===== src/hw/rtl/ssb_pkg.sv =====
// ----------------------------------------------------------------------------
// ssb_pkg: spectral subtraction bin shared definitions
// Widths, fixed-point constants and cell data types for the bin datapath.
// ----------------------------------------------------------------------------
package ssb_pkg;

   // sample width and the magnitude fraction bits that follow from it
   localparam int SAMPLE_BITS = 24;
   localparam int MAG_FRAC    = 32 - SAMPLE_BITS;

   // register and input field widths
   localparam int GAIN_BITS = 16;
   localparam int SNR_BITS  = 16;

   // magnitude square root
   localparam int SQ_BITS   = 2 * SAMPLE_BITS;
   localparam int RAD_BITS  = 64;
   localparam int MAG_BITS  = 32;
   localparam int REM_BITS  = MAG_BITS + 3;

   // oversubtraction factor, unsigned Q3.16
   localparam int ALPHA_BITS        = 19;
   localparam int ALPHA_NUM_BITS    = 21;
   localparam int ALPHA_PROD_BITS   = 2 * ALPHA_NUM_BITS;
   localparam int ALPHA_RECIP_SHIFT = 23;
   localparam int ALPHA_RECIP       = (2 ** ALPHA_RECIP_SHIFT + 4) / 5;
   localparam int ALPHA_LOW_SNR     = -1280;
   localparam int ALPHA_HIGH_SNR    = 5120;
   localparam int ALPHA_BIAS        = 1310722;
   localparam int ALPHA_SLOPE       = 192;
   localparam int ALPHA_MAX         = 5 * (2 ** 16);
   localparam int ALPHA_MIN         = 2 ** 16;

   // subtraction and rebuild
   localparam int SUB_PROD_BITS   = ALPHA_BITS + SAMPLE_BITS;
   localparam int SUB_BITS        = SUB_PROD_BITS + MAG_FRAC;
   localparam int FLOOR_PROD_BITS = GAIN_BITS + SAMPLE_BITS;
   localparam int NEWMAG_BITS     = MAG_BITS + 16;
   localparam int M_BITS          = MAG_BITS + 1;
   localparam int NUM_BITS        = SAMPLE_BITS + M_BITS;

   localparam logic [GAIN_BITS-1:0] FLOOR_GAIN_RESET = 16'd131;

   // bin fields that ride along the square root chain
   typedef struct packed {
      logic signed [SAMPLE_BITS-1:0] re;
      logic signed [SAMPLE_BITS-1:0] im;
      logic [SAMPLE_BITS-1:0]        noise;
      logic [ALPHA_BITS-1:0]         alpha;
   } sqrt_side_type;

   // one square root cell's contents
   typedef struct packed {
      logic                  valid;
      logic [REM_BITS-1:0]   rem;
      logic [MAG_BITS-1:0]   root;
      logic [RAD_BITS-1:0]   rad;
      sqrt_side_type         side;
   } sqrt_data_type;

   // one divider lane
   typedef struct packed {
      logic [MAG_BITS-1:0]    rem;
      logic [SAMPLE_BITS-1:0] low;
      logic [SAMPLE_BITS-1:0] q;
      logic                   neg;
      logic                   ovf;
   } div_lane_type;

   // one divider cell's contents, both lanes share the divisor
   typedef struct packed {
      logic                valid;
      logic [MAG_BITS-1:0] d;
      div_lane_type        re;
      div_lane_type        im;
   } div_data_type;

endpackage


===== src/hw/rtl/ssb_div_cell.sv =====
// ----------------------------------------------------------------------------
// ssb_div_cell: one step of the phase rebuild division
// Restoring long division step for the real and imaginary lanes.
// ----------------------------------------------------------------------------
module ssb_div_cell (
   input  logic                  clock,
   input  logic                  reset,
   input  logic                  advance,
   input  ssb_pkg::div_data_type cell_in,
   output ssb_pkg::div_data_type cell_out
);

   ssb_pkg::div_data_type data_in;
   ssb_pkg::div_data_type data_ff;

   // shift in the next numerator bit, subtract the divisor when it fits
   function automatic ssb_pkg::div_lane_type div_step(input ssb_pkg::div_lane_type lane,
                                                      input logic [ssb_pkg::MAG_BITS-1:0] d);
      logic [ssb_pkg::MAG_BITS:0] partial;
      logic [ssb_pkg::MAG_BITS:0] diff;
      logic                       fits;
      ssb_pkg::div_lane_type      result;
      partial = {lane.rem, lane.low[ssb_pkg::SAMPLE_BITS-1]};
      diff    = partial - {1'b0, d};
      fits    = partial >= {1'b0, d};
      result      = lane;
      result.rem  = fits ? diff[ssb_pkg::MAG_BITS-1:0] : partial[ssb_pkg::MAG_BITS-1:0];
      result.q    = {lane.q[ssb_pkg::SAMPLE_BITS-2:0], fits};
      result.low  = lane.low << 1;
      return result;
   endfunction

   always_comb begin
      data_in    = cell_in;
      data_in.re = div_step(cell_in.re, cell_in.d);
      data_in.im = div_step(cell_in.im, cell_in.d);
   end

   // cell register, only the valid bit is reset
   always_ff @(posedge clock) begin
      if (reset) begin
         data_ff.valid <= 1'b0;
      end else if (advance) begin
         data_ff <= data_in;
      end
   end

   assign cell_out = data_ff;

endmodule


===== config.mk =====
export PLATFORM = sky130hd
export DESIGN_NAME = ssb_div_cell
export DESIGN_NICKNAME = d
export VERILOG_FILES = /design/src/hw/rtl/ssb_pkg.sv /design/src/hw/rtl/ssb_div_cell.sv
export SDC_FILE = /design/constraint.sdc
export NUM_CORES = 1
export LEC_CHECK = 0
export BUFFER_PORTS_ARGS = -buffer_cell sky130_fd_sc_hd__buf_4
export CAP_MARGIN = 10
export CORE_MARGIN = 3
export CORE_UTILIZATION = 40
export DETAILED_ROUTE_END_ITERATION = 12
export PLACE_DENSITY = 0.68
export SKIP_LAST_GASP = 1
export SLEW_MARGIN = 10
export SYNTH_ARGS = -nofsm -noshare
export SYNTH_HDL_FRONTEND = slang
export SYNTH_SLANG_ARGS = --single-unit

===== constraint.sdc =====
create_clock -name clock -period 14.3 [get_ports clock]
set_clock_uncertainty 0.2 [all_clocks]
set_input_delay 0.715 -clock clock [delete_from_list [all_inputs] [get_ports clock]]
set_output_delay 0.715 -clock clock [all_outputs]
set_load 0.02 [all_outputs]

**Yosys cells after proc, flatten, opt, wreduce, memory -nomap -nowiden**

Index checks and enable logic that the tools add are counted.

- Bitwise gates (word level): 1
- Reductions and logical operators: 1
- Add/sub/neg operators: 2
- Order comparisons: 2
- Multiplexer cells: 2

Operators with widths:

| operator | count |
|---|---|
| $ge A33 B32 Y1 | 2 |
| $mux W32 | 2 |
| $sub A32 B32 Y32 | 2 |
| $reduce_and A2 Y1 | 1 |
| $not A1 Y1 | 1 |

- Output and inout port bits: 197
- Input bits: 200
- Bits in registers: 195

**Longest topological paths before layout**

Gate-level depths: netlist (run 1).

- Depth after elaboration: 2
- Depth in mapped cells: 14

**Least setup slack after synthesis (run 1)**

No wires, ideal clock.

- Path kind: input port to flip-flop
- Start: input reset
- End: register data_ff (netlist bit cell_out[0]) (enable)
- Stages on the path: 1
- Buffers on the path: 0
- Arrival: 9.303 ns
- Library setup time: 0.778 ns
- Path slack: 4.019 ns
- Cells stage by stage: nor2b_1

- Word-level cells in the longest chain between the ends: 2

RTL lines:

| element | line | RTL |
|---|---|---|
| from (decl) | ssb_div_cell.sv:7 | `input logic reset,` |
| $not A1 Y1 (no line) | n/a |  |
| $reduce_and A2 Y1 (no line) | n/a |  |
| to (signal assigned) | ssb_div_cell.sv:44 | `data_ff <= data_in;` |
| to (decl) | ssb_div_cell.sv:14 | `ssb_pkg::div_data_type data_ff;` |

No other way between the ends.
A chain may end at the register's enable or synchronous reset.

==> results of run 1 <==
[path summary, 6_finish.rpt]
kind                   endpoint     startpoint  slack, ns  cells after the start
setup / recovery  cell_out[136]   cell_in[167]      10.12                     12
hold / removal    cell_out[106]   cell_in[105]       0.24                      1
setup reg to reg  cell_out[196]  cell_out[196]      13.52                      2
hold reg to reg   cell_out[196]  cell_out[196]       0.31                      2
[synthesized netlist by cell type (all sizes together) (13+ instances only)]
| master | n |
|---|---|
| clkbuf | 13 |
| edfxtp | 194 |
| a21o | 27 |
| inv | 58 |
| nand2 | 39 |
| nand3 | 15 |
| xor2 | 24 |
| xnor2 | 29 |
| o21ai | 31 |
| a21oi | 93 |
| mux2 | 21 |
| ha | 64 |
| nor2 | 81 |
[per-layer routing]
| metal | global-route usage | up-vias |
|---|---|---|
| met1 | 0.256 | 3832 |
| met5 | 0 | - |
| met3 | 0.0566 | 57 |
| met4 | 0.104 | 0 |
| met2 | 0.384 | 283 |
| li1 | - | 3962 |
[final cells by class]
| type | instances | area share |
|---|---|---|
| Inverter | 58 | 0.0155 |
| Sequential cell | 195 | 0.416 |
| Clock buffer | 17 | 0.0303 |
| Multi-Input combinational cell | 570 | 0.283 |
| Timing Repair Buffer | 398 | 0.213 |
| Antenna cell | 2 | 0.000356 |
| Tap cell | 324 | 0.0288 |
| Clock inverter | 15 | 0.0137 |
[kinds of logic (layout without fill, tap and decap cells)]
group | after synthesis | after routing | share of synthesized area
buf+inv | 83 | 488 | 0.0340
xor+xnor | 53 | 53 | 0.0457
fa+ha+maj | 66 | 66 | 0.0829
other cells | 1 | 4 | 0.000370
flops | 195 | 195 | 0.576
compound gates | 233 | 233 | 0.148
simple gates | 194 | 194 | 0.0879
mux | 22 | 22 | 0.0247
[power by group through the flow]
stage          logic [mW]  clock network [mW]  registers [mW]
6_report            0.408               0.500           0.700
5_1_grt             0.442               0.535           0.704
4_1_cts             0.409               0.510           0.701
3_5_place_dp        0.407                   0           0.714
3_3_place_gp        0.403                   0           0.712
2_1_floorplan       0.181                   0           0.780
[stage by stage]
stage	hold slack, ns	instance area (µm²)	total power, mW	setup WS (ns)
6_report	0.244	14100	1.61	10.12
2_1_floorplan	0.379	10200	0.961	4.02
3_5_place_dp	0.297	13400	1.12	9.68
5_1_grt	0.218	14100	1.68	9.94
3_3_place_gp	0.283	13400	1.11	9.72
4_1_cts	0.228	14100	1.62	10.13
==> flow_summary_export.csv, run 1 <==
group,metric,value,unit
outcome,status,"finished clean",
floorplan,core_area,24600,µm²
synth,synth_area,10100,µm²
layout,layoutNonFillerInstCount,1579,
worst_setup_path,cp.required,14.28,ns
floorplan,io_pins,397,
routing,top_layer_used,"met4",
timing,slew_violations,0,
pwr,switching_share,0.312,
clock_tree,htree_levels,4,
timing,period_minus_slack,4.18,ns
layout,synthToLayoutAreaGrowth,38.5,%
worst_setup_path,arrival,4.16,ns
timing,setup_violations,0,
global_routing,grt_pass1_vias,7902,
layout,nNetsFinal,1506,
clock_tree,clockBufferDepth,2,
synth,ys.flop_type,"edfxtp_1",
global_routing,gr-usage-all-layers,0.222,
worst_setup_path,critPathBufInv,3,
clock_tree,cts_tree,"yes",
clock_tree,post-cts-setup-buffers,0,
pwr,combPwrFrac,0.254,
timing,finalSetupTns,0,ns
routing,drtAntennaViolNets,0,
routing,drt_iter0_markers,460,
floorplan,start_util,0.412,
synth,async_flop_share,0,
pwr,leakage,6.07,nW
clock_tree,cts.clk_slew.worst_paths,0.09,ns
layout,layout_common_cells,"398 x buf_4, 194 x edfxtp_1, 91 x a21oi_1, 81 x nor2_1, 64 x ha_1",
worst_setup_path,worstSetupEndpointType,"flip-flop",
floorplan,dieWidth,165,µm
layout,layout_commonest_cell,"buf_4",
clock_tree,cts_hold_buf,0,
worst_setup_path,crit_type,"in -> reg",
clock_tree,cts_root_buf,"clkbuf_16",
worst_setup_path,worst_path_largest_cell_delay,0.45,ns
global_routing,grt_max_degree,74,
pwr,clkPwrFrac,0.311,
layout,fill_cells,2166,
synth,yosysTopAreaCell,"edfxtp_1",
timing,tightest_slew,0.983,ns
synth,synth-seq-cells,195,
routing,drtPass1Iterations,5,
routing,wire_per_inst,20.2,µm
synth,yosys-top-cells-area,"edfxtp_1 57%, ha_1 7.9%, a21oi_1 4.5%",
routing,wl_met3,2560,µm
worst_setup_path,start_kind,"input port",
worst_setup_path,path_max_fanout,37,
pwr,p_sw,501,µW
job,drv_cap,0,
layout,multiInputGateArea,3980,µm²
layout,layout.area.seq,5850,µm²
global_routing,grt_first_pass_wirelength,45500,µm
synth,synth_top_area_share,0.574,
synth,syn_area_per_cell,12.0,µm²
global_routing,antenna_found_initial,2,
global_routing,gr-total-overflow,0,
placed_design,port_buffers,392,
floorplan,die_h,165,µm
timing,hold_viol_final,0,
synth,synth_edf_count,194,
synth,ys_warn_count,0,
layout,postLayoutCoreUtil,0.571,
worst_setup_path,crit_chain,"buf_4, inv_1, ha_1, nand2_1, o21bai_1, a311o_1, a311o_1, a2111oi_2, o31ai_1, a21oi_4, buf_4, mux2_1",
clock_tree,cts_sinks,195,
worst_setup_path,crit_family,"compound AO/OA/AOI/OAI gates",
worst_hold_path,min_path_type,"in -> reg",
placed_design,dp_hpwl,25800,µm
synth,synth_cell_types,67,
clock_tree,cts-resized-gates,0,
synth,syn_inst,847,
pwr,vdd_drop_max,0.0683,mV
layout,drive_gt1_frac,0.357,
timing,slew_headroom,0.344,
timing,rsz0062_at_grt,"false",
timing,max_freq,0.239,GHz
routing,drc,0,
routing,route.vias.total,8134,
pwr,p_int,1.11,mW
clock_tree,worstSkewPairLatency,0.43,ns
clock_tree,numCtsBuffers,17,
routing,route.met2.wl,15800,µm
worst_setup_path,critical_path.slowest_cell,"buf_4",
routing,met1_length,12300,µm
floorplan,die_area,27300,µm²
placed_design,place_congestion,0.933,
routing,routed_via_density,5.15,
placed_design,place_inst,1545,
layout,largest_reg_flops,195,
floorplan,core.rowCount,57,
pwr,power_frac_seq,0.435,
pwr,power_density,114,nW/µm²
timing,fin_crit_sh,0.292,
synth,yosysSeqAreaShare,0.576,
routing,routed_wl,31900,µm
(Power assumes the default switching activity.)
==> run 2: changes to the inputs <==
--- a/config.mk
+++ b/config.mk
@@ -10,7 +10,7 @@
 export CORE_MARGIN = 3
 export CORE_UTILIZATION = 40
 export DETAILED_ROUTE_END_ITERATION = 12
-export PLACE_DENSITY = 0.68
+export PLACE_DENSITY = 0.7
 export SKIP_LAST_GASP = 1
 export SLEW_MARGIN = 10
 export SYNTH_ARGS = -nofsm -noshare
==> constraint.sdc (replaced) <==
create_clock -name clock -period 3.45 [get_ports clock]
set_clock_uncertainty 0.2 [all_clocks]
set_input_delay 0.1725 -clock clock [delete_from_list [all_inputs] [get_ports clock]]
set_output_delay 0.1725 -clock clock [all_outputs]
set_load 0.02 [all_outputs]
==> run 2 against run 1 <==
Net effect:
- wire length is 11% higher
- critical path depth unchanged
- setup slack got worse by 10 ns
- sequential cell count unchanged
- global-route usage increased by 2.8 points
- cell area is 16% higher
- highest routed layer unchanged
- clock-buffer cell count grew 1
- power grew to 4.3 times the previous value
- combinational power rose to 4.8 times the previous value
- die area unchanged
- critical endpoint is now cell_out[135]
==> flow_summary_export.csv, run 2 (synthesis results as in run 1) <==
group,metric,value,unit
outcome,status,"finished clean",
worst_setup_path,worstReg2RegEnd,"cell_out[196]",
pwr,clkPwrFrac,0.296,
clock_tree,clockBufferDepth,2,
placed_design,port_buffers,392,
routing,drtAntennaViolNets,0,
placed_design,post-place-ws,-0.0301,ns
pwr,vdd_drop_max,0.290,mV
routing,route.vias.total,9219,
floorplan,dieWidth,165,µm
layout,layout_common_cells,"413 x buf_4, 194 x edfxtp_1, 193 x dlygate4sd3_1, 89 x a21oi_1, 81 x nor2_1",
routing,wire_per_inst,19.8,µm
worst_hold_path,min_path_type,"in -> reg",
pwr,leakage,6.99,nW
timing,fin_ws,0.00793,ns
placed_design,place_inst,1566,
worst_setup_path,r2r_cells,3,
routing,routed_wl,35500,µm
worst_setup_path,path_max_fanout,19,
pwr,power_density,426,nW/µm²
layout,drive_gt1_frac,0.324,
pwr,power_frac_seq,0.420,
pwr,p_int,4.77,mW
pwr,p_sw,2.15,mW
floorplan,core.rowCount,57,
placed_design,dp_hpwl,25800,µm
floorplan,core_area,24600,µm²
global_routing,grt_max_degree,70,
clock_tree,cts_root_buf,"clkbuf_16",
layout,fill_cells,1786,
global_routing,gr-usage-all-layers,0.249,
floorplan,start_util,0.412,
global_routing,gr-total-overflow,0,
timing,slew_violations,0,
timing,slew_headroom,0.584,
clock_tree,cts_tree,"yes",
pwr,switching_share,0.310,
placed_design,place_congestion,0.975,
worst_setup_path,crit_path_end,"cell_out[135]",
floorplan,io_pins,397,
global_routing,grt_first_pass_wirelength,52100,µm
routing,drc,0,
timing,setup_violations,0,
floorplan,die_area,27300,µm²
worst_setup_path,start_kind,"input port",
layout,multiInputGateArea,4040,µm²
worst_setup_path,worstSetupEndpointType,"flip-flop",
job,drv_cap,0,
worst_setup_path,critical_path.slowest_cell,"dlygate4sd3_1",
routing,routed_via_density,5.14,
clock_tree,numCtsBuffers,17,
routing,drt_iter0_markers,582,
layout,layout_commonest_cell,"buf_4",
worst_setup_path,r2r-start,"cell_out[196]",
global_routing,antenna_found_initial,0,
clock_tree,post-cts-setup-buffers,0,
worst_setup_path,crit_chain,"dlygate4sd3_1, buf_4, inv_1, ha_1, nand3_1, a311o_1, a311o_1, a2111oi_4, o31ai_2, a21oi_4, buf_12, mux2_1",
timing,whs,0.0246,ns
global_routing,grt_pass1_vias,9338,
worst_setup_path,cp.required,3.42,ns
layout,nNetsFinal,1720,
worst_setup_path,crit_family,"compound AO/OA/AOI/OAI gates",
timing,max_freq,0.291,GHz
worst_setup_path,critPathBufInv,4,
layout,largest_reg_flops,195,
timing,period_minus_slack,3.44,ns
worst_setup_path,worst_path_largest_cell_delay,0.56,ns
worst_setup_path,cp.depth,12,
worst_setup_path,worst-r2r-setup-slack,2.12,ns
timing,tightest_slew,0.622,ns
layout,layout.area.seq,5850,µm²
clock_tree,worstSkewPairLatency,0.43,ns
clock_tree,htree_levels,4,
layout,layoutNonFillerInstCount,1793,
layout,synthToLayoutAreaGrowth,60.3,%
clock_tree,cts_sinks,195,
layout,postLayoutCoreUtil,0.661,
pwr,combPwrFrac,0.284,
worst_setup_path,crit_start,"cell_in[169]",
worst_setup_path,arrival,3.41,ns
clock_tree,cts.clk_slew.worst_paths,0.08,ns
worst_setup_path,crit_type,"in -> reg",
timing,rsz0062_at_grt,"true",
worst_setup_path,path_common_cell,"a311o_1",
timing,fin_crit_sh,0.998,
timing,hold_viol_final,0,
routing,drtPass1Iterations,7,
floorplan,die_h,165,µm
run 2: cell types whose count changed in the layout (fill, tap and decap cells not counted), moves of 3 or more:
cell	previous run	this run
buf_4	398	413
buf_12	0	5
o21ai_0	30	27
dlygate4sd3_1	0	193
run 2: worst register-to-register path, delay by kind of cell (launching register included):
| kind | cells | cell delay (ns) |
|---|---|---|
| mux | 1 | 0.12 |
| buf+inv | 1 | 0.54 |
| simple gates | 1 | 0.05 |
| flops | 1 | 0.32 |
run 2: worst min-delay path by stage:
stage	endpoint	cells after the start	startpoint	slack, ns
floorplan	cell_out[196]	1	reset	0.04
global placement	cell_out[31]	1	cell_in[30]	0.15
detailed placement	cell_out[96]	1	cell_in[95]	0.15
CTS	cell_out[50]	3	cell_in[164]	0.008
global route	cell_out[50]	3	cell_in[164]	0.03
finish	cell_out[50]	3	cell_in[164]	0.02
run 2: what timing repair did:
| action | in CTS | in global routing |
|---|---|---|
| gates resized for setup | 0 | 15 |
| hold buffers | 193 | 0 |
| setup endpoints to repair | 0 | 39 |
| endpoints found under the hold margin | 205 | 0 |
run 2: layer usage:
| layer | GRT usage | share of wire | vias up |
|---|---|---|---|
| met5 | 0 | 0 | - |
| met4 | 0.121 | 0.051 | 0 |
| met3 | 0.0459 | 0.066 | 87 |
| met2 | 0.432 | 0.50 | 395 |
| met1 | 0.298 | 0.39 | 4350 |
| li1 | - | - | 4387 |
run 2: final cells by class:
| type | instances | share of cell area |
|---|---|---|
| clock buffers | 18 | 0.0264 |
| diodes | 2 | 0.000308 |
| repair buffers | 612 | 0.316 |
| inverters | 58 | 0.0134 |
| well taps | 324 | 0.0249 |
| flip-flops and latches | 195 | 0.359 |
| clock inverters | 14 | 0.0111 |
| multi-input cells | 570 | 0.248 |
run 2: power groups by stage:
stage	clock, mW	combinational, mW	sequential [mW]
after floorplan	0	0.752	3.21
after global placement	0	1.71	2.95
after detailed placement	0	1.73	2.96
after CTS	2.08	1.93	2.90
after global routing	2.18	2.11	2.93
final	2.05	1.96	2.91
run 2: through the flow:
stage	cell area (µm²)	TNS (ns)	total power [mW]
after detailed placement	13700	-0.222	4.69
after floorplan	10200	-50.80	3.96
final	16300	0	6.92
after CTS	16200	0	6.91
after global routing	16300	-0.128	7.22
after global placement	13700	-0.0437	4.66
