==> src/hw/rtl/ssb_pkg.sv <==
// ----------------------------------------------------------------------------
// ssb_pkg: spectral subtraction bin shared definitions
// Widths, fixed-point constants and cell data types for the bin datapath.
// ----------------------------------------------------------------------------
package ssb_pkg;

   // sample width and the magnitude fraction bits that follow from it
   localparam int SAMPLE_BITS = 24;
   localparam int MAG_FRAC    = 32 - SAMPLE_BITS;

   // register and input field widths
   localparam int GAIN_BITS = 16;
   localparam int SNR_BITS  = 16;

   // magnitude square root
   localparam int SQ_BITS   = 2 * SAMPLE_BITS;
   localparam int RAD_BITS  = 64;
   localparam int MAG_BITS  = 32;
   localparam int REM_BITS  = MAG_BITS + 3;

   // oversubtraction factor, unsigned Q3.16
   localparam int ALPHA_BITS        = 19;
   localparam int ALPHA_NUM_BITS    = 21;
   localparam int ALPHA_PROD_BITS   = 2 * ALPHA_NUM_BITS;
   localparam int ALPHA_RECIP_SHIFT = 23;
   localparam int ALPHA_RECIP       = (2 ** ALPHA_RECIP_SHIFT + 4) / 5;
   localparam int ALPHA_LOW_SNR     = -1280;
   localparam int ALPHA_HIGH_SNR    = 5120;
   localparam int ALPHA_BIAS        = 1310722;
   localparam int ALPHA_SLOPE       = 192;
   localparam int ALPHA_MAX         = 5 * (2 ** 16);
   localparam int ALPHA_MIN         = 2 ** 16;

   // subtraction and rebuild
   localparam int SUB_PROD_BITS   = ALPHA_BITS + SAMPLE_BITS;
   localparam int SUB_BITS        = SUB_PROD_BITS + MAG_FRAC;
   localparam int FLOOR_PROD_BITS = GAIN_BITS + SAMPLE_BITS;
   localparam int NEWMAG_BITS     = MAG_BITS + 16;
   localparam int M_BITS          = MAG_BITS + 1;
   localparam int NUM_BITS        = SAMPLE_BITS + M_BITS;

   localparam logic [GAIN_BITS-1:0] FLOOR_GAIN_RESET = 16'd131;

   // bin fields that ride along the square root chain
   typedef struct packed {
      logic signed [SAMPLE_BITS-1:0] re;
      logic signed [SAMPLE_BITS-1:0] im;
      logic [SAMPLE_BITS-1:0]        noise;
      logic [ALPHA_BITS-1:0]         alpha;
   } sqrt_side_type;

   // one square root cell's contents
   typedef struct packed {
      logic                  valid;
      logic [REM_BITS-1:0]   rem;
      logic [MAG_BITS-1:0]   root;
      logic [RAD_BITS-1:0]   rad;
      sqrt_side_type         side;
   } sqrt_data_type;

   // one divider lane
   typedef struct packed {
      logic [MAG_BITS-1:0]    rem;
      logic [SAMPLE_BITS-1:0] low;
      logic [SAMPLE_BITS-1:0] q;
      logic                   neg;
      logic                   ovf;
   } div_lane_type;

   // one divider cell's contents, both lanes share the divisor
   typedef struct packed {
      logic                valid;
      logic [MAG_BITS-1:0] d;
      div_lane_type        re;
      div_lane_type        im;
   } div_data_type;

endpackage

==> src/hw/rtl/ssb_sqrt_cell.sv <==
// ----------------------------------------------------------------------------
// ssb_sqrt_cell: one step of the magnitude square root
// Takes two radicand bits, settles one root bit and hands on to the next cell.
// ----------------------------------------------------------------------------
module ssb_sqrt_cell (
   input  logic                   clock,
   input  logic                   reset,
   input  logic                   advance,
   input  ssb_pkg::sqrt_data_type cell_in,
   output ssb_pkg::sqrt_data_type cell_out
);

   logic [ssb_pkg::REM_BITS-1:0] partial_value;
   logic [ssb_pkg::REM_BITS-1:0] trial_value;
   logic                         fits;
   ssb_pkg::sqrt_data_type       data_in;
   ssb_pkg::sqrt_data_type       data_ff;

   // bring down two bits and try root*4+1
   always_comb begin
      partial_value = {cell_in.rem[ssb_pkg::REM_BITS-3:0],
                       cell_in.rad[ssb_pkg::RAD_BITS-1 -: 2]};
      trial_value   = ssb_pkg::REM_BITS'({cell_in.root, 2'b01});
      fits          = partial_value >= trial_value;
      data_in       = cell_in;
      data_in.rem   = fits ? (partial_value - trial_value) : partial_value;
      data_in.root  = {cell_in.root[ssb_pkg::MAG_BITS-2:0], fits};
      data_in.rad   = cell_in.rad << 2;
   end

   // cell register, only the valid bit is reset
   always_ff @(posedge clock) begin
      if (reset) begin
         data_ff.valid <= 1'b0;
      end else if (advance) begin
         data_ff <= data_in;
      end
   end

   assign cell_out = data_ff;

endmodule

==> config.mk <==
export PLATFORM = sky130hd
export DESIGN_NAME = ssb_sqrt_cell
export DESIGN_NICKNAME = d
export VERILOG_FILES = /design/src/hw/rtl/ssb_pkg.sv /design/src/hw/rtl/ssb_sqrt_cell.sv
export SDC_FILE = /design/constraint.sdc
export NUM_CORES = 1
export LEC_CHECK = 0
export ABC_AREA = 1
export BUFFER_PORTS_ARGS = -buffer_cell sky130_fd_sc_hd__buf_2
export CORE_AREA = 5 5 171 173
export DETAILED_ROUTE_END_ITERATION = 10
export DIE_AREA = 0 0 176 178
export PLACE_DENSITY = 0.66
export SKIP_CTS_REPAIR_TIMING = 1
export SYNTH_ARGS = -nofsm -noshare
export SYNTH_HDL_FRONTEND = slang
export SYNTH_SLANG_ARGS = --single-unit
==> constraint.sdc <==
create_clock -name clock -period 11.2 [get_ports clock]
set_input_delay 1.68 -clock clock [delete_from_list [all_inputs] [get_ports clock]]
set_output_delay 1.68 -clock clock [all_outputs]
set_load 0.02 [all_outputs]
Yosys cells after proc, flatten, opt, wreduce, memory -nomap -nowiden --
Index checks and enable logic that the tools add are counted.
Operators by class: magnitude comparators 1, bitwise logic cells 1, multiplexer cells 1, add/sub/neg operators 1, reductions and logical operators 1
Operator list (number):
- $ge 35x34->1 | 1
- $mux 35 | 1
- $sub 35x34->35 | 1
- $reduce_and 2->1 | 1
- $not 1->1 | 1
Storage, ports and cells: register bits after elaboration 221, output and inout port bits 223

Logic depth before layout (Yosys ltp) --
Gate-level depths: netlist of the first run.
depth in word-level cells 2, mapped depth 16, gate-level depth less buffers 15

Least setup slack after synthesis of the first run --
No wires, ideal clock.
path type in2reg, start in advance, end reg data_ff, in the netlist cell_out[0], enable pin, path slack -0.568 ns, library setup time 0.811 ns, stages 2, data arrival time 10.957 ns, required time 10.389 ns, buffers on the path 0, cell sequence inv_1 > nor2_1
On the way: word-level cells in the longest chain between the ends 1
RTL lines:
- start, declared | line ssb_sqrt_cell.sv:8 | input logic advance,
- $reduce_and 2->1 (no line)
- end signal, assigned | line ssb_sqrt_cell.sv:36 | data_ff <= data_in;
- end, declared | line ssb_sqrt_cell.sv:17 | ssb_pkg::sqrt_data_type data_ff;
Every way passes these cells. A chain may end at the register's enable or synchronous reset.

Worst setup path after layout of the first run --
start in advance, end reg data_ff, in the netlist cell_out[61], enable pin
Same word-level chain as after synthesis.

==> results of run 1 <==
## worst paths after layout
check,end,slack [ns],cells past startpoint
setup / recovery,cell_out[61]$_DFFE_PP_,7.46,5
hold / removal,cell_out[222]$_SDFFE_PP0P_,0.47,2
setup reg to reg,cell_out[222]$_SDFFE_PP0P_,10.63,2
hold reg to reg,cell_out[222]$_SDFFE_PP0P_,0.47,2
## kinds of logic after synthesis
family	Yosys count	synth area share [%]
adder cells (fa/ha/maj)	34	4.35
XOR/XNOR	18	1.61
other	1	0.0383
flip-flops	221	67.7
AND/OR/NAND/NOR	433	18.1
AO/OA/AOI/OAI	41	2.33
buffers and inverters	139	5.82
## stage by stage
stage	worst slack [ns]	cells	area (um^2)
after global placement	6.96	1673	12400
final	7.46	1726	13300
after global routing	7.34	1722	13300
after floorplan	3.31	888	9790
after detailed placement	6.90	1673	12400
after CTS	7.49	1719	13300
## synthesized netlist by cell type
library cell / count
nand2_2: 2
buf_4: 4
nand2_4: 1
ha_1: 34
nand4_1: 4
dfxtp_1: 1
o21bai_1: 2
o21ai_1: 1
nor3_2: 2
o21a_1: 2
o21ai_0: 6
a21oi_2: 2
inv_2: 5
edfxtp_1: 220
a21o_1: 2
nor2_2: 3
nor3_1: 9
inv_4: 1
buf_6: 4
nand2_1: 308
conb_1: 1
nand3_1: 33
a21oi_1: 26
xnor2_1: 2
nand3_2: 2
clkinv_1: 1
nand3b_1: 10
inv_1: 124
xor2_1: 16
nor2_1: 59
## power groups by stage
stage | sequential (uW) | combinational [uW] | clock, uW
2_1_floorplan | 1100 | 146 | 0
3_3_place_gp | 1010 | 377 | 0
3_5_place_dp | 1010 | 379 | 0
4_1_cts | 998 | 381 | 899
5_1_grt | 1000 | 412 | 938
6_report | 997 | 376 | 876
## final cells by class
type                    instances  area (um^2)
fillers                      2608        14200
flip-flops and latches        221         6630
multi-input cells             528         2600
repair buffers                447         2240
clock buffers                  30          687
inverters                     131          494
well taps                     346          433
clock inverters                16          203
diodes                          7         17.5
## worst max-delay path, cell delays in order
cell,delay (ns)
buf_2,0.10
inv_1,0.07
nor2_4,0.36
buf_4,0.69
buf_4,0.88
## metal layers
metal,share of wire [%],up-vias,track usage [%]
li1,-,3858,-
met1,38,3613,24.2
met2,50,309,36.4
met3,9.0,72,6.91
met4,2.8,18,5.65
met5,0.30,-,0
==> results.yml, run 1 <==
power_and_ir_drop:
  p_int_uw: 1660
  total_power_uw: 2250
  vdd_drop_max_mv: 0.101
  clkPwrFrac_pct: 38.9
  powerDensity_nw_per_um2: 169
  seq_power_share_pct: 44.3
  p_sw_share_pct: 26.3
  power_leakage_uw: 0.00636
  combPwrFrac_pct: 16.7
  switchingPower_uw: 592
timing:
  maxSlewHeadroom_pct: 33.6
  period_minus_slack_ns: 3.74
  fmax_mhz: 267
  whs_ns: 0.467
  finClkSkew_ns: 0
  finalSetupViolCount: 0
  final_hold_viol_count: 0
  tns_ns: 0
  tightest_slew_ns: 0.997
  report.final.slew_viol_count: 0
  min_period_over_period_pct: 33.4
  rsz0062_at_grt: "false"
run:
  drv_cap: 0
routing:
  wirelength_um: 34200
  vias: 7870
  drtAntennaViolNets: 0
  wire_per_inst_um: 19.8
  routed_via_density: 4.56
  drt_iter0_drc: 518
  drtPass1Iterations: 5
  drcViolationCount: 0
logic_synthesis:
  syn_area_um2: 9780
  yosys_warnings: 0
  yosys-top-cells-area: "edfxtp_1 (68%), nand2_1 (12%), inv_1 (4.8%)"
  synth_top_area_share_pct: 67.5
  synth_seq_area_share_pct: 67.7
  synth_top_area_cell: "edfxtp_1"
  ys_types: 30
  netlist_instances: 887
  synth_area_per_cell_um2: 11.0
  synth-seq-cells: 221
worst_hold_path:
  hold_path.class: "flip-flop to flip-flop"
  holdCritStartpoint: "cell_out[222]$_SDFFE_PP0P_"
clock_network:
  cts.clk_slew.worst_paths_ns: 0.06
  h-tree-depth: 1
  clock_sinks: 221
  clk_latency_ns: 0.50
  root_buffer: "clkbuf_16"
  tritoncts: "built"
  cts.path.max_buffers: 3
  cts_made_buffers: 26
status:
  outcome: "completed"
final_layout:
  final_cell_mix: "buf_2 (444), nand2_1 (308), edfxtp_1 (220)"
  fin_util_pct: 48.4
  fin_nets: 1615
  largest_reg_flops: 221
  drive_above_1_share_pct: 36.7
  mostFrequentLayoutCell: "buf_2"
  area_growth_pct: 36.0
global_routing:
  grt_max_degree: 78
  grt_pass1_vias: 7827
  grt_util_all_layers_pct: 20.6
  grt-ovfl-total: 0
  grt_pass1_wl_um: 48700
  antenna_found_initial: 20
floorplan:
  die-area_um2: 31300
  num_rows: 61
  core_area_um2: 27500
  start_util_pct: 35.6
  pin_count: 449
  die_height_um: 178
  fp.dieW_um: 176
worst_setup_path:
  cp-start-kind: "input port"
  crit_required_ns: 11.34
  critPathArrivalTime_ns: 3.88
  worstPathMaxFanout: 77
  startpoint: "advance"
  cp-end-kind: "flip-flop"
  worstSetupPathType: "input port to flip-flop"
  r2r-start: "cell_out[222]$_SDFFE_PP0P_"
place:
  dp_hpwl_um: 27800
  place_congestion: 0.946
  portBuffers: 444
Note: power is estimated with default switching activity, not from simulation.
==> run 2: changes to the inputs <==
- clock period: 11.2 -> 3.1 ns (I/O delays scaled with it)
==> run 2 against run 1 <==
  * Critical path depth is 9 higher
  * Power grew to 3.5 times the previous value
  * Global-route usage is 0.41 points lower
  * First-iteration DRC count down 21%
  * Final cell count is 0.29% higher
  * Sequential cell count is the same
  * Routed wire length is 1.2% lower
  * Sequential share of layout area is the same
  * Clock skew is the same
  * Critical path type unchanged
==> results.yml, run 2 (synthesis results as in run 1) <==
power_and_ir_drop:
  powerDensity_nw_per_um2: 587
  total_power_uw: 7810
  vdd_drop_max_mv: 0.332
  power_leakage_uw: 0.00635
timing:
  final_hold_viol_count: 0
  tightest_slew_ns: 0.523
  maxSlewHeadroom_pct: 65.0
  period_minus_slack_ns: 2.08
  finalSetupViolCount: 0
  rsz0062_at_grt: "false"
  layout_setup_ws_ns: 1.02
  min_period_over_period_pct: 67.0
  finClkSkew_ns: 0
  report.final.slew_viol_count: 0
  fmax_mhz: 481
routing:
  wirelength_um: 33800
  drtPass1Iterations: 4
  drcViolationCount: 0
  drt_iter0_drc: 407
  routed_via_density: 4.53
  wire_per_inst_um: 19.5
  vias: 7836
  drtAntennaViolNets: 0
clock_network:
  cts.path.max_buffers: 3
  h-tree-depth: 1
  cts_made_buffers: 25
  clock_sinks: 221
  root_buffer: "clkbuf_16"
  clk_latency_ns: 0.50
  cts.clk_slew.worst_paths_ns: 0.06
  tritoncts: "built"
global_routing:
  grt-ovfl-total: 0
  grt_max_degree: 64
  grt_pass1_vias: 7957
  antenna_found_initial: 16
  grt_util_all_layers_pct: 20.2
  grt_pass1_wl_um: 47700
worst_setup_path:
  critPathArrivalTime_ns: 2.33
  cpPeakStageDelay_ns: 0.34
  r2r_end: "cell_out[222]$_SDFFE_PP0P_"
  crit_required_ns: 3.36
  reg2regPathDepth: 2
  cp-end-kind: "flip-flop"
  cp-start-kind: "input port"
  worstPathMaxFanout: 18
  path_cells: "buf_2, inv_1, ha_1, nand2_1, inv_1, nand2_1, inv_1, a21oi_2, nand3_2, nand3_2, nand2_4, buf_4, nand3_1, nand2_1"
  r2r_slack_ns: 2.55
  worstSetupPathType: "input port to flip-flop"
  r2r-start: "cell_out[222]$_SDFFE_PP0P_"
  slowest_stage: "ha_1"
place:
  placed_cell_area_um2: 12500
  placed_cells: 1679
  portBuffers: 444
  place_congestion: 0.860
  dpl_worst_slack_ns: 0.462
  dp_hpwl_um: 27500
final_layout:
  mostFrequentLayoutCell: "buf_2"
  area_growth_pct: 36.0
  fin_nets: 1620
  fin_util_pct: 48.4
  drive_above_1_share_pct: 37.0
  largest_reg_flops: 221
  seqCellArea_um2: 6630
  final_cell_mix: "buf_2 (444), nand2_1 (308), edfxtp_1 (220)"
  finalInstanceArea_um2: 13300
  stdcell_count: 1731
  fill_cells: 2615
  multi_input_area_um2: 2600
worst_hold_path:
  holdPathEnd: "cell_out[108]$_DFFE_PP_"
  hold_path.class: "input port to flip-flop"
  hold_path_depth: 1
  holdCritStartpoint: "cell_in[106]"
floorplan:
  num_rows: 61
  die-area_um2: 31300
  pin_count: 449
  core_area_um2: 27500
  die_height_um: 178
  start_util_pct: 35.6
  fp.dieW_um: 176
run:
  drv_cap: 0
status:
  outcome: "completed"
-- run 2: per-layer routing --
| layer | share of wire (%) | vias up | wire length [um] | GRT usage, % |
|---|---|---|---|---|
| met5 | 0.27 | - | 91 | 0 |
| met4 | 2.4 | 16 | 821 | 5.56 |
| met1 | 38 | 3603 | 12700 | 22.7 |
| met2 | 50 | 285 | 17000 | 36.3 |
| met3 | 9.4 | 53 | 3180 | 7.50 |
| li1 | - | 3879 | - | - |
-- run 2: worst max-delay path by stage --
stage / slack, ns / endpoint / cells after the start / from
floorplan: -1.05 / cell_out[0]$_DFFE_PP_ / 2 / advance
global placement: 0.46 / cell_out[212]$_DFFE_PP_ / 14 / cell_in[162]
detailed placement: 0.46 / cell_out[212]$_DFFE_PP_ / 14 / cell_in[170]
CTS: 0.99 / cell_out[212]$_DFFE_PP_ / 14 / cell_in[170]
global route: 0.87 / cell_out[220]$_DFFE_PP_ / 14 / cell_in[179]
finish: 1.02 / cell_out[212]$_DFFE_PP_ / 14 / cell_in[170]
-- run 2: worst max-delay path: cells and delay by family --
kind / cells / cell delay [ns]
and+or+nand+nor: 7 / 0.79
buffers and inverters: 5 / 0.54
adders and majority gates: 1 / 0.34
AOI/OAI and AO/OA: 1 / 0.18
-- run 2: through the flow --
step / hold WS [ns] / setup TNS [ns]
after floorplan: 0.529 / -230.25
after global placement: 0.443 / 0
after detailed placement: 0.453 / 0
after CTS: 0.105 / 0
after global routing: 0.105 / 0
final: 0.130 / 0
-- run 2: area by class of cell --
class / count / area share [%]
clock inverters: 15 / 1.03
clock buffers: 30 / 4.84
inverters: 131 / 3.81
diodes: 7 / 0.132
well taps: 346 / 3.25
multi-input cells: 528 / 19.5
flip-flops and latches: 221 / 49.8
repair buffers: 453 / 17.6
-- run 2: where the power goes --
| group | leakage, uW | internal (uW) | total [uW] | switching [uW] |
|---|---|---|---|---|
| Clock | 0.000385 | 1660 | 2830 | 1180 |
| Sequential | 0.00207 | 3550 | 3600 | 52.2 |
| Combinational | 0.00390 | 456 | 1370 | 914 |
==> run 3: changes to the inputs <==
- ABC_AREA: 1 -> 0
- CORE_AREA: 5 5 171 173 -> 5 5 172 174
- DIE_AREA: 0 0 176 178 -> 0 0 177 179
- PLACE_DENSITY: 0.66 -> unset
- clock period: 3.1 -> 1.65 ns (I/O delays scaled with it)
==> run 3 against run 2 <==
  * Core utilization rose by 11 points
  * Critical path depth fell by 4
  * Combinational power rose to 2.6 times the previous value
  * The flow now finishes with violations (negative setup slack)
  * Clock-buffer cell count rose by 3
==> results.yml, run 3 <==
power_and_ir_drop:
  powerDensity_nw_per_um2: 1000
  vdd_drop_max_mv: 0.821
  power_leakage_uw: 0.00702
routing:
  drcViolationCount: 0
  wl_met3_um: 3040
  routed_via_density: 4.55
  drtPass1Iterations: 5
  drt_iter0_drc: 521
  met2WireLength_um: 19000
  wirelength_um: 36300
  wire_per_inst_um: 20.3
  wl_met1_um: 12900
  vias: 8148
  drtAntennaViolNets: 0
  route.top_layer_used: "met5"
global_routing:
  grt_max_degree: 49
  grt-ovfl-total: 0
  grt_util_all_layers_pct: 18.7
  grt_pass1_vias: 7356
  grt_pass1_wl_um: 44300
  antenna_found_initial: 10
final_layout:
  final_cell_mix: "buf_2 (435), edfxtp_1 (220), dlygate4sd3_1 (184)"
  largest_reg_flops: 221
  drive_above_1_share_pct: 51.1
  fill_cells: 2256
  finalInstanceArea_um2: 16300
  area_growth_pct: 78.9
  fin_nets: 1646
  mostFrequentLayoutCell: "buf_2"
  stdcell_count: 1791
logic_synthesis:
  synthFlopType: "edfxtp_1"
  synth-edff-count: 220
  yosys_warnings: 0
  netlist_instances: 594
  synthArstFlopShare_pct: 0
  synth_seq_area_share_pct: 72.8
  synthMostInstantiatedCell: "edfxtp_1"
  yosys-top-cells-area: "edfxtp_1 (73%), ha_1 (4.7%), a21oi_1 (2.5%)"
  synth_top_area_cell: "edfxtp_1"
  yosys-top-cells-count: "edfxtp_1 (220), a21oi_1 (46), inv_1 (46), nor2_1 (46), ha_1 (34)"
  ys_types: 61
  synth-seq-cells: 221
  synth_area_per_cell_um2: 15.3
  syn_area_um2: 9100
  synth_top_area_share_pct: 72.6
timing:
  rsz0062_at_grt: "true"
  tns_ns: -18.65
  report.final.slew_viol_count: 0
  period_minus_slack_ns: 2.25
  finalSetupViolCount: 36
  layout_setup_ws_ns: -0.597
  fmax_mhz: 445
  final_hold_viol_count: 0
  min_period_over_period_pct: 136
  finClkSkew_ns: 0
floorplan:
  fp.dieW_um: 177
  core_area_um2: 27600
  pin_count: 449
  die-area_um2: 31700
  num_rows: 61
  start_util_pct: 32.9
  die_height_um: 179
clock_network:
  tritoncts: "built"
  h-tree-depth: 1
  cts.path.max_buffers: 3
  root_buffer: "clkbuf_16"
  cts_made_buffers: 26
  clock_sinks: 221
  clk_latency_ns: 0.51
  cts.clk_slew.worst_paths_ns: 0.06
place:
  place_congestion: 0.867
  dp_hpwl_um: 26100
  portBuffers: 444
  placed_cell_area_um2: 13200
  placed_cells: 1545
worst_hold_path:
  hold_path.class: "input port to flip-flop"
  holdCritStartpoint: "cell_in[174]"
status:
  outcome: "finished, violations left"
  violations: "negative setup slack"
worst_setup_path:
  cp-end-kind: "flip-flop"
  startpoint: "cell_in[208]"
  cp-start-kind: "input port"
  worstPathMaxFanout: 8
  r2r-start: "cell_out[222]$_SDFFE_PP0P_"
  critPathArrivalTime_ns: 2.51
  crit_required_ns: 1.92
  worstSetupPathType: "input port to flip-flop"
run:
  drv_cap: 0
==> run 3: logic make-up after synthesis <==
family                     after synthesis  share of synthesized area [%]
muxes                                   15                           1.84
adders and majority gates               34                           4.68
and+or+nand+nor                        112                           5.87
buffers and inverters                   59                           2.87
other                                    1                         0.0412
AOI/OAI and AO/OA                      121                           8.88
xor gates and xnor gates                31                           2.98
DFF                                    221                           72.8
==> run 3: stage by stage <==
step           util [%]  total power, uW  worst slack, ns  hold slack [ns]
3_3_place_gp       47.8             9940            -1.09            0.425
6_report           58.9            16300           -0.597           0.0233
3_5_place_dp       47.8             9980            -1.16            0.426
5_1_grt            58.9            17000           -0.636          0.00855
2_1_floorplan         -             8580            -2.32            0.320
4_1_cts            51.0            15900           -0.589           -0.129
==> run 3: layout make-up <==
cell class                      instances  area (um^2)  area share [%]
Antenna cell                            8         20.0           0.123
Clock buffer                           33          698            4.29
Clock inverter                         14          174            1.07
Inverter                               46          193            1.18
Multi-Input combinational cell        315         2680            16.4
Sequential cell                       221         6630            40.7
Tap cell                              378          473            2.91
Timing Repair Buffer                  776         5420            33.3
==> run 3: power by group <==
part | switching [uW] | internal [uW] | total, uW
Clock | 2310 | 3600 | 5920
Sequential | 122 | 6680 | 6800
Combinational | 1870 | 1720 | 3590
==> run 3: per-layer routing <==
layer  vias to the layer above  track usage, %
met3                        84            6.41
met5                         -               0
met1                      3850            20.3
li1                       3843               -
met2                       365            34.6
met4                         6            5.54
==> run 3: path summary, 6_finish.rpt <==
kind / cells after the start / endpoint / slack (ns)
max: 10 / cell_out[209]$_DFFE_PP_ / -0.60
min: 2 / cell_out[175]$_DFFE_PP_ / 0.02
max reg2reg: 3 / cell_out[222]$_SDFFE_PP0P_ / 0.44
min reg2reg: 3 / cell_out[222]$_SDFFE_PP0P_ / 1.11
==> run 3: critical path, cell delays in order <==
cell and delay, ns:
buf_8 0.10, ha_4 0.26, nand4_1 0.19, nand2b_4 0.20
or3_4 0.34, a211oi_4 0.29, o31ai_4 0.13, o21ai_4 0.26
buf_12 0.18, mux2_4 0.30
